`src/rtl/core/dlt_pkg.sv`:
```
package dlt_pkg;

    localparam int LEASE_SLOTS_DEF = 8;
    localparam int IDX_W           = 6;   // covers up to 64 slots
    localparam int LIM_W           = 4;   // list limit, 0..MAX_RES
    localparam int MAX_RES         = 8;
    localparam logic [31:0] LEASE_LEN_RST = 32'd120000;

    localparam logic [1:0] OP_RECORD = 2'd0;
    localparam logic [1:0] OP_REMOVE = 2'd1;
    localparam logic [1:0] OP_LIST   = 2'd2;

    localparam logic [1:0] IF_UNKNOWN = 2'd0;
    localparam logic [1:0] IF_BAD     = 2'd3;

    localparam logic [2:0] ST_NEW     = 3'd0;
    localparam logic [2:0] ST_REFRESH = 3'd1;
    localparam logic [2:0] ST_FULL    = 3'd2;
    localparam logic [2:0] ST_IGNORED = 3'd3;
    localparam logic [2:0] ST_REMOVED = 3'd4;
    localparam logic [2:0] ST_ENTRY   = 3'd5;
    localparam logic [2:0] ST_EMPTY   = 3'd6;

    // item travelling down the row of cells
    typedef struct packed {
        logic             valid;
        logic [1:0]       op;
        logic [1:0]       iface;
        logic [31:0]      ip;
        logic [47:0]      mac;
        logic [31:0]      now;
        logic [LIM_W-1:0] limit;
        logic [6:0]       cnt;
        logic             match_f;
        logic [IDX_W-1:0] match_idx;
        logic             empty_f;
        logic [IDX_W-1:0] empty_idx;
    } tok_t;

    typedef struct packed {
        logic             en;
        logic [IDX_W-1:0] idx;
        logic [1:0]       iface;
        logic [31:0]      ip;
        logic [47:0]      mac;
        logic [31:0]      now;
    } wr_t;

    typedef struct packed {
        logic        valid;
        logic [1:0]  iface;
        logic [31:0] ip;
        logic [47:0] mac;
        logic [31:0] remaining;
    } rep_t;

endpackage

```
`src/rtl/core/dlt_cell.sv`:
```
module dlt_cell #(
    parameter int IDX = 0
) (
    input  logic              clk,
    input  logic              rst_n,
    input  logic [31:0]       lease_len,
    input  dlt_pkg::tok_t     tok_in,
    input  dlt_pkg::wr_t      wr,
    output dlt_pkg::tok_t     tok_out,
    output dlt_pkg::rep_t     rep
);
    import dlt_pkg::*;

    logic        active_reg, active_next;
    logic [1:0]  iface_reg;
    logic [31:0] ip_reg;
    logic [47:0] mac_reg;
    logic [31:0] seen_reg;
    tok_t        tok_reg, tok_next;

    logic [31:0] elapsed;
    logic        expired;
    logic        aged_act;
    logic        wr_hit;

    assign elapsed  = tok_in.now - seen_reg;
    assign expired  = elapsed >= lease_len;
    assign aged_act = active_reg && !expired;
    assign wr_hit   = wr.en && (wr.idx == IDX_W'(IDX));

    always_comb
    begin
        tok_next    = tok_in;
        active_next = active_reg;
        rep         = '0;
        if (tok_in.valid)
        begin
            case (tok_in.op)
                OP_RECORD:
                begin
                    active_next = aged_act;
                    if (aged_act && !tok_in.match_f && iface_reg == tok_in.iface
                        && (ip_reg == tok_in.ip || mac_reg == tok_in.mac))
                    begin
                        tok_next.match_f   = 1'b1;
                        tok_next.match_idx = IDX_W'(IDX);
                    end
                    if (!aged_act && !tok_in.empty_f)
                    begin
                        tok_next.empty_f   = 1'b1;
                        tok_next.empty_idx = IDX_W'(IDX);
                    end
                end
                OP_REMOVE:
                begin
                    if (active_reg && mac_reg == tok_in.mac
                        && (tok_in.ip == 32'd0 || ip_reg == tok_in.ip))
                    begin
                        active_next  = 1'b0;
                        tok_next.cnt = tok_in.cnt + 7'd1;
                    end
                end
                OP_LIST:
                begin
                    active_next = aged_act;
                    if (aged_act && tok_in.cnt < {3'b000, tok_in.limit})
                    begin
                        rep.valid     = 1'b1;
                        rep.iface     = iface_reg;
                        rep.ip        = ip_reg;
                        rep.mac       = mac_reg;
                        rep.remaining = lease_len - elapsed;
                        tok_next.cnt  = tok_in.cnt + 7'd1;
                    end
                end
                default:
                begin
                    active_next = active_reg;
                end
            endcase
        end
        if (wr_hit)
        begin
            active_next = 1'b1;
        end
    end

    always_ff @(posedge clk or negedge rst_n)
    begin
        if (!rst_n)
        begin
            active_reg <= 1'b0;
            tok_reg    <= '0;
        end
        else
        begin
            active_reg <= active_next;
            tok_reg    <= tok_next;
        end
    end

    always_ff @(posedge clk)
    begin
        if (wr_hit)
        begin
            iface_reg <= wr.iface;
            ip_reg    <= wr.ip;
            mac_reg   <= wr.mac;
            seen_reg  <= wr.now;
        end
    end

    assign tok_out = tok_reg;

endmodule

```
`src/rtl/core/dhcp_lease_table_with_expiry_top.sv`:
```
// Lease table with aging, built as a row of slot cells.
// Command channel: an item (opcode, iface, ip_addr, mac_addr, now_ticks,
// max_count) is taken on a clock edge with start high and busy low.
// Results leave on status .. last, valid for one cycle while result_valid
// is high; the receiver cannot stall, so every result is simply presented
// once. last marks the final result of an item.
// Configuration: cfg_wr_en/cfg_wr_data write the lease length in ticks;
// write only while busy is low and no result is pending.
// Record, remove and list items walk a token through the cells, one cell
// per cycle; each cell ages, matches or reports its own slot as the token
// passes. List entries appear while the token walks, each held in a
// pending register until the next entry or the end of the walk.
// Ignored items (bad opcode, bad interface or zero address on record) and
// a list with max_count zero answer in the cycle after start is taken.
// The walk covers the whole row of cells and busy stays high meanwhile,
// so a new item is taken only after the last one has finished its walk.
// Reset clears every active mark and sets the lease length to 120000.
module dhcp_lease_table_with_expiry_top #(
    parameter int LEASE_SLOTS = dlt_pkg::LEASE_SLOTS_DEF
) (
    input  logic        clk,
    input  logic        rst_n,
    input  logic        start,
    output logic        busy,
    input  logic [1:0]  opcode,
    input  logic [1:0]  iface,
    input  logic [31:0] ip_addr,
    input  logic [47:0] mac_addr,
    input  logic [31:0] now_ticks,
    input  logic [6:0]  max_count,
    input  logic        cfg_wr_en,
    input  logic [31:0] cfg_wr_data,
    output logic        result_valid,
    output logic [2:0]  status,
    output logic [6:0]  removed_count,
    output logic [31:0] entry_ip,
    output logic [47:0] entry_mac,
    output logic [1:0]  entry_iface,
    output logic [31:0] remaining_ticks,
    output logic        last
);
    import dlt_pkg::*;

    logic [31:0] lease_reg;
    logic        busy_reg, busy_next;
    tok_t        launch_reg, launch_next;

    tok_t tok_w [0:LEASE_SLOTS];
    rep_t rep_w [0:LEASE_SLOTS-1];
    rep_t rep_any;
    wr_t  wr;

    // list entry held back one step so that last can be set on it
    rep_t pend_reg, pend_next;

    logic        rv_reg, rv_next;
    logic [2:0]  st_reg, st_next;
    logic [6:0]  rc_reg, rc_next;
    logic [31:0] eip_reg, eip_next;
    logic [47:0] emac_reg, emac_next;
    logic [1:0]  eif_reg, eif_next;
    logic [31:0] rem_reg, rem_next;
    logic        last_reg, last_next;

    logic             accept;
    logic [LIM_W-1:0] limit;
    tok_t             fin;

    assign accept = start && !busy_reg;
    assign limit  = (max_count > 7'(MAX_RES)) ? LIM_W'(MAX_RES) : max_count[LIM_W-1:0];
    assign fin    = tok_w[LEASE_SLOTS];

    assign tok_w[0] = launch_reg;

    genvar g;
    generate
        for (g = 0; g < LEASE_SLOTS; g++)
        begin : g_cell
            dlt_cell #(.IDX(g)) u_cell (
                .clk       (clk),
                .rst_n     (rst_n),
                .lease_len (lease_reg),
                .tok_in    (tok_w[g]),
                .wr        (wr),
                .tok_out   (tok_w[g+1]),
                .rep       (rep_w[g])
            );
        end
    endgenerate

    // only the cell holding the token can report
    always_comb
    begin
        rep_any = '0;
        for (int i = 0; i < LEASE_SLOTS; i++)
        begin
            rep_any = rep_any | rep_w[i];
        end
    end

    always_comb
    begin
        wr       = '0;
        wr.iface = fin.iface;
        wr.ip    = fin.ip;
        wr.mac   = fin.mac;
        wr.now   = fin.now;
        wr.idx   = fin.match_f ? fin.match_idx : fin.empty_idx;
        wr.en    = fin.valid && fin.op == OP_RECORD && (fin.match_f || fin.empty_f);
    end

    always_comb
    begin
        busy_next   = busy_reg;
        launch_next = '0;
        pend_next   = pend_reg;
        rv_next     = 1'b0;
        st_next     = ST_IGNORED;
        rc_next     = 7'd0;
        eip_next    = 32'd0;
        emac_next   = 48'd0;
        eif_next    = 2'd0;
        rem_next    = 32'd0;
        last_next   = 1'b1;

        if (accept)
        begin
            launch_next.op    = opcode;
            launch_next.iface = iface;
            launch_next.ip    = ip_addr;
            launch_next.mac   = mac_addr;
            launch_next.now   = now_ticks;
            launch_next.limit = limit;
            pend_next         = '0;
            case (opcode)
                OP_RECORD:
                begin
                    if (iface == IF_UNKNOWN || iface == IF_BAD || ip_addr == 32'd0)
                    begin
                        rv_next = 1'b1;
                    end
                    else
                    begin
                        launch_next.valid = 1'b1;
                        busy_next         = 1'b1;
                    end
                end
                OP_REMOVE:
                begin
                    launch_next.valid = 1'b1;
                    busy_next         = 1'b1;
                end
                OP_LIST:
                begin
                    if (limit == '0)
                    begin
                        rv_next = 1'b1;
                        st_next = ST_EMPTY;
                    end
                    else
                    begin
                        launch_next.valid = 1'b1;
                        busy_next         = 1'b1;
                    end
                end
                default:
                begin
                    rv_next = 1'b1;
                end
            endcase
        end

        if (rep_any.valid)
        begin
            pend_next = rep_any;
            if (pend_reg.valid)
            begin
                rv_next   = 1'b1;
                st_next   = ST_ENTRY;
                eip_next  = pend_reg.ip;
                emac_next = pend_reg.mac;
                eif_next  = pend_reg.iface;
                rem_next  = pend_reg.remaining;
                last_next = 1'b0;
            end
        end

        if (fin.valid)
        begin
            busy_next = 1'b0;
            rv_next   = 1'b1;
            case (fin.op)
                OP_RECORD:
                begin
                    st_next = fin.match_f ? ST_REFRESH : (fin.empty_f ? ST_NEW : ST_FULL);
                end
                OP_REMOVE:
                begin
                    st_next = ST_REMOVED;
                    rc_next = fin.cnt;
                end
                default:
                begin
                    if (pend_reg.valid)
                    begin
                        st_next   = ST_ENTRY;
                        eip_next  = pend_reg.ip;
                        emac_next = pend_reg.mac;
                        eif_next  = pend_reg.iface;
                        rem_next  = pend_reg.remaining;
                    end
                    else
                    begin
                        st_next = ST_EMPTY;
                    end
                    pend_next = '0;
                end
            endcase
        end
    end

    always_ff @(posedge clk or negedge rst_n)
    begin
        if (!rst_n)
        begin
            lease_reg  <= LEASE_LEN_RST;
            busy_reg   <= 1'b0;
            launch_reg <= '0;
            pend_reg   <= '0;
            rv_reg     <= 1'b0;
        end
        else
        begin
            if (cfg_wr_en)
            begin
                lease_reg <= cfg_wr_data;
            end
            busy_reg   <= busy_next;
            launch_reg <= launch_next;
            pend_reg   <= pend_next;
            rv_reg     <= rv_next;
        end
    end

    always_ff @(posedge clk)
    begin
        st_reg   <= st_next;
        rc_reg   <= rc_next;
        eip_reg  <= eip_next;
        emac_reg <= emac_next;
        eif_reg  <= eif_next;
        rem_reg  <= rem_next;
        last_reg <= last_next;
    end

    assign busy            = busy_reg;
    assign result_valid    = rv_reg;
    assign status          = st_reg;
    assign removed_count   = rc_reg;
    assign entry_ip        = eip_reg;
    assign entry_mac       = emac_reg;
    assign entry_iface     = eif_reg;
    assign remaining_ticks = rem_reg;
    assign last            = last_reg;

endmodule

```
`config.mk`:
```
export PLATFORM = sky130hd
export DESIGN_NAME = dhcp_lease_table_with_expiry_top
export DESIGN_NICKNAME = d
export VERILOG_FILES = /design/src/rtl/core/dlt_pkg.sv /design/src/rtl/core/dlt_cell.sv /design/src/rtl/core/dhcp_lease_table_with_expiry_top.sv
export SDC_FILE = /design/constraint.sdc
export NUM_CORES = 2
export LEC_CHECK = 0
export BUFFER_PORTS_ARGS = -buffer_cell sky130_fd_sc_hd__buf_4
export CORE_MARGIN = 4
export CORE_UTILIZATION = 57
export CTS_BUF_LIST = sky130_fd_sc_hd__clkbuf_16
export CTS_CLUSTER_SIZE = 10
export DETAILED_ROUTE_END_ITERATION = 7
export GPL_ROUTABILITY_DRIVEN = 0
export GPL_TIMING_DRIVEN = 0
export PLACE_DENSITY = 0.88
export SLEW_MARGIN = 20
export SYNTH_ARGS = -nofsm -noshare
export SYNTH_HDL_FRONTEND = slang
export SYNTH_SLANG_ARGS = --single-unit
```
`constraint.sdc`:
```
create_clock -name clk -period 6 [get_ports clk]
set_input_delay 0.3 -clock clk [delete_from_list [all_inputs] [get_ports clk]]
set_output_delay 0.3 -clock clk [all_outputs]
set_load 0.03 [all_outputs]
```
==> results of run 1 <==
metrics by stage:
stage          utilization  instance area [sq um]  worst slack [ns]  setup TNS (ns)
3_3_place_gp         0.604                 112000            -11.62               -
3_5_place_dp         0.613                 114000             -3.49         -760.22
2_1_floorplan            -                 107000            -0.440         -221.47
4_1_cts              0.688                 128000            -0.691         -133.55
kinds of logic after synthesis:
kind of cell / count (synthesis) / synth area share
AO/OA/AOI/OAI: 1901 / 0.123
adder cells (fa/ha/maj): 579 / 0.0689
multiplexers: 44 / 0.00453
XOR/XNOR: 1088 / 0.0892
flip-flops: 2364 / 0.590
buffers and inverters: 631 / 0.0231
AND/OR/NAND/NOR: 2025 / 0.101
per-layer routing:
metal,GRT overflow,global-route usage
met4,16,0.589
met3,2,0.574
met2,10,0.734
met5,0,0.417
met1,1,0.591
what timing repair did:
item / in CTS
cloned: 20
gates resized for setup: 681
hold buffers: 159
hold endpoints to repair: 298
pin swaps: 202
setup endpoints to repair: 327
buffers inserted: 112
synth_stat cells, drive strengths merged (18+ instances only):
cell    count  area [sq um]
nand2     320          1200
nor4      173          1100
nand3     235          1180
a211o      22           193
a222oi     84           841
nor3       81           405
a221oi    115          1010
o31ai      35           263
and3       58           363
mux2       35           394
or3        39           244
nand3b     18           135
a22oi     209          1570
dfxtp     125          2500
nand2b     95           594
clkbuf    157           589
nor2b      71           444
and2      257          1760
dfrtp    1320         33000
a21o      184          1380
buf        30           208
nor2      383          1440
o211ai     41           308
or2        55           344
a21oi     418          2090
a31oi      65           407
a211oi     73           548
nand4     193          1210
xor2      396          3470
o21ai     295          1500
o21a       85           646
o22ai      20           125
inv       444          1670
o21bai     59           443
ha        563          7040
xnor2     692          6060
edfxtp    912         27400
==> flow_summary.yaml, run 1 <==
timing:
  worstEndpointGrtRepair: "pend_reg[85]$_DFF_PN0_/D"
  endpoint_type: "sequential cell input"
status:
  stop_error: "[ERROR GRT-0232] Routing congestion too high. Check the congestion heatmap in the GUI."
  haltStage: "5_1_grt"
  run_status: "did not finish"
synthesis:
  synth_edf_count: 912
  synth_seq_area_share: 0.590
  ys.flop_type: "dfrtp_1"
  yosys.cell_types.count: 91
  syn_avg_cell_area_sq_um: 12.4
  synthCells: 8632
  yosysWarningCount: 0
  synth-async-reset-ratio: 0.561
  syn_area_sq_mm: 0.107
  syn_nets: 9370
  synth_seq_cells: 2364
placed_design:
  io_buffers: 284
  place_inst: 11500
  dp_hpwl_um: 282000
clocking:
  cts_sinks: 2364
  ctsHtreeMaxLevel: 5
  clockBufferDepth: 4
  clock-root-buffer: "clkbuf_16"
  numCtsBuffers: 291
floorplanning:
  rows: 158
  pin_count: 286
  chipHeight_um: 441
  start_util: 0.575
  die_w_um: 441
grt:
  grt.total_usage: 0.624
  grt_max_degree: 149
  antenna_found_initial: 142
  grt-ovfl-total: 29
==> run 2: changes to the inputs <==
CORE_UTILIZATION = 40   (was 57)
CTS_BUF_LIST = default   (was sky130_fd_sc_hd__clkbuf_16)
CTS_CLUSTER_SIZE = default   (was 10)
PLACE_DENSITY = default   (was 0.88)
PLACE_DENSITY_LB_ADDON = 0.15   (was default)
clock period = 7.8 ns   (was 6 ns; I/O delays follow)
==> run 2 against run 1 <==
  * The flow now finishes, with violations (design-rule violations)
  * Synthesized cell count stayed put
  * Synthesized area is the same
==> flow_summary.yaml, run 2 <==
status:
  run_status: "finished with violations"
  violations: "design-rule violations"
grt:
  grt_max_degree: 141
  antenna_found_initial: 16
  grtUsageMet3: 0.0474
  use_met1: 0.388
  grt_pass1_wl_um: 573000
  grt-busiest-layer: "met2"
  grt_pass1_vias: 77700
  groute.layer.met2.usage: 0.461
  grt-ovfl-total: 0
  grt.total_usage: 0.289
worst_hold_path:
  hold_start: "max_count[3]"
  holdPathStages: 5
  hold_class: "primary input to flop"
  hold_end: "launch_reg[141]$_DFF_PN0_"
floorplanning:
  rows: 189
  core-area_sq_mm: 0.266
  chipHeight_um: 525
  pin_count: 286
  die_w_um: 525
  start_util: 0.402
  die-area_sq_mm: 0.276
synthesis:
  syn_nets: 9370
  synth-async-reset-ratio: 0.561
  synth_seq_area_share: 0.590
  syn_area_sq_mm: 0.107
  synthTopCellsByArea: "dfrtp_1, edfxtp_1, ha_1"
  yosysMostFrequentCell: "dfrtp_1"
  yosys.area.top_type: "dfrtp_1"
  synth_edf_count: 912
  yosys.cell_types.count: 91
  synth_top_cell_area_share: 0.309
  yosysWarningCount: 0
  syn_avg_cell_area_sq_um: 12.4
  synthCells: 8632
  synth_seq_cells: 2364
  ys_top_cells_by_count: "dfrtp_1, edfxtp_1, xnor2_1, ha_1, inv_1"
  ys.flop_type: "dfrtp_1"
timing:
  slew_violations: 0
  fmax_mhz: 128
  slew_headroom: 0.242
  setup_violations: 0
  min_period_ns: 7.79
  rsz0062_at_grt: "yes"
  whs_ns: 0.0819
  period_share: 0.998
  worst_pin_slew_ns: 1.13
  final.setup.worst_slack_ns: 0.0138
  clock_skew_ns: 0.0710
  hold_viol_final: 0
finish:
  utilization: 0.478
  final_cells: 13200
  fin_nets: 10200
  final_common_cell: "dfrtp_1"
  drive_gt1_frac: 0.122
  final_cell_mix: "dfrtp_1, edfxtp_1, xnor2_1"
  areaGrowthSynthToFinish_pct: 18.8
  largest_reg_flops: 1049
  nFillCells: 23600
setup_path:
  worstRegToRegCells: 23
  worstReg2RegEnd: "pend_reg[28]$_DFF_PN0_"
  cp.arrival_ns: 8.50
  crit_required_ns: 8.51
  critical_path_class: "flop to flop"
  timing.rr.start: "g_cell[4].u_cell.tok_out[26]$_DFF_PN0_"
  cp_max_fo: 10
  startpoint_type: "flop"
  regToRegSetupSlack_ns: 0.01
  critPathCaptureType: "flop"
route:
  drc: 1
  drt-pass1-iter-count: 8
  vias: 77700
  wirelength_um: 411000
  vias_per_cell: 5.88
  drtAntennaViolNets: 0
  routedWlPerCell_um: 31.1
  dr.first_iter.drc_count: 9200
clocking:
  clockBufferDepth: 4
  clkTransAtPathRegs_ns: 0.07
  ctsHtreeMaxLevel: 5
  numCtsBuffers: 267
  cts_tree: "built"
  clock-root-buffer: "clkbuf_16"
  cts_sinks: 2364
  clock_latency_ns: 0.91
power_and_ir_drop:
  pwr_density_cell_mw_per_mm2: 236
  vdd_ir_drop_max_uv: 182
  p_leak_nw: 55.1
placed_design:
  place_inst: 12500
  post-place-ws_ns: -2.38
  io_buffers: 284
  dp_hpwl_um: 318000
flow_run:
  drv_cap: 0
## run 2: cell counts after synthesis
Identical to the previous run, type by type.
## run 2: how the worst max path moves through the flow
stage / start / end / slack, ns
after CTS: g_cell[2].u_cell.tok_out[25]$_DFF_PN0_ / entry_mac[2]$_DFF_P_ / 0.007
final: g_cell[4].u_cell.tok_out[26]$_DFF_PN0_ / pend_reg[28]$_DFF_PN0_ / 0.01
after detailed placement: g_cell[2].u_cell.seen_reg[1]$_DFFE_PP_ / pend_reg[12]$_DFF_PN0_ / -2.38
after global placement: rst_n / launch_reg[128]$_DFF_PN0_ / -11.17
after global routing: g_cell[1].u_cell.tok_out[25]$_DFF_PN0_ / pend_reg[73]$_DFF_PN0_ / -0.09
after floorplan: g_cell[0].u_cell.tok_out[37]$_DFF_PN0_ / entry_ip[0]$_DFF_P_ / 1.31
## run 2: worst max-delay path: stages (launching register included)
cell and delay [ns]:
dfrtp_1 0.41, ha_1 0.29, nor2b_1 0.12, o21ai_0 0.11, a21oi_1 0.41, o21ai_0 0.27, a21oi_2 0.42, a21oi_1 0.29
a311oi_1 0.61, o22ai_1 0.36, o21bai_1 0.23, a21oi_1 0.10, xor2_1 0.16, ha_1 0.38, nand3_1 0.21, nor3_1 0.50
nand3_1 0.32, o21ai_0 0.33, a31oi_1 0.13, o211a_4 0.32, clkdlybuf4s15_2 0.46, clkbuf_2 0.44, a221oi_1 0.58, a31oi_1 0.15
## run 2: cells by family after synthesis
kind of cell,synth area share
simple gates,0.101
mux,0.00453
flops,0.590
fa+ha+maj,0.0689
compound gates,0.123
xor+xnor,0.0892
buf+inv,0.0231
## run 2: repair_timing
action / in CTS / in global routing
hold buffers: 159 / 0
setup buffers: 20 / 3
pin swaps: 12 / 9
setup endpoints to repair: 256 / 233
endpoints found under the hold margin: 409 / 0
resized for setup: 156 / 71
## run 2: metrics by stage
stage / TNS (ns) / instance area (sq um) / power, W
4_1_cts: 0 / 127000 / 0.0300
3_5_place_dp: -410.44 / 116000 / 0.0172
2_1_floorplan: 0 / 107000 / 0.0158
3_3_place_gp: - / 113000 / 0.0172
6_report: 0 / 127000 / 0.0300
5_1_grt: -0.287 / 127000 / 0.0309
## run 2: cell type report
cell class                      count  area (sq um)  share of cell area
Antenna cell                       12          30.0            0.000236
Multi-Input combinational cell   5637         41900               0.330
Tap cell                         3533          4420              0.0348
Inverter                          444          1670              0.0131
Timing Repair Buffer              551          5980              0.0471
Buffer                            182           998             0.00786
Clock buffer                      388          7800              0.0614
Clock inverter                    102          1070             0.00845
Sequential cell                  2364         63100               0.497
## run 2: metal layers
layer	vias to the layer above	wire, um
met4	6	22200
met1	39600	167000
met5	-	36
met3	876	33700
li1	33400	-
met2	3898	188000
## run 2: power breakdown
part	internal, W	leakage (nW)	switching, W
clock	0.00737	4.37	0.00536
combinational	0.00133	22.9	0.00233
sequential	0.0132	27.9	0.000400
(Power assumes the default switching activity.)
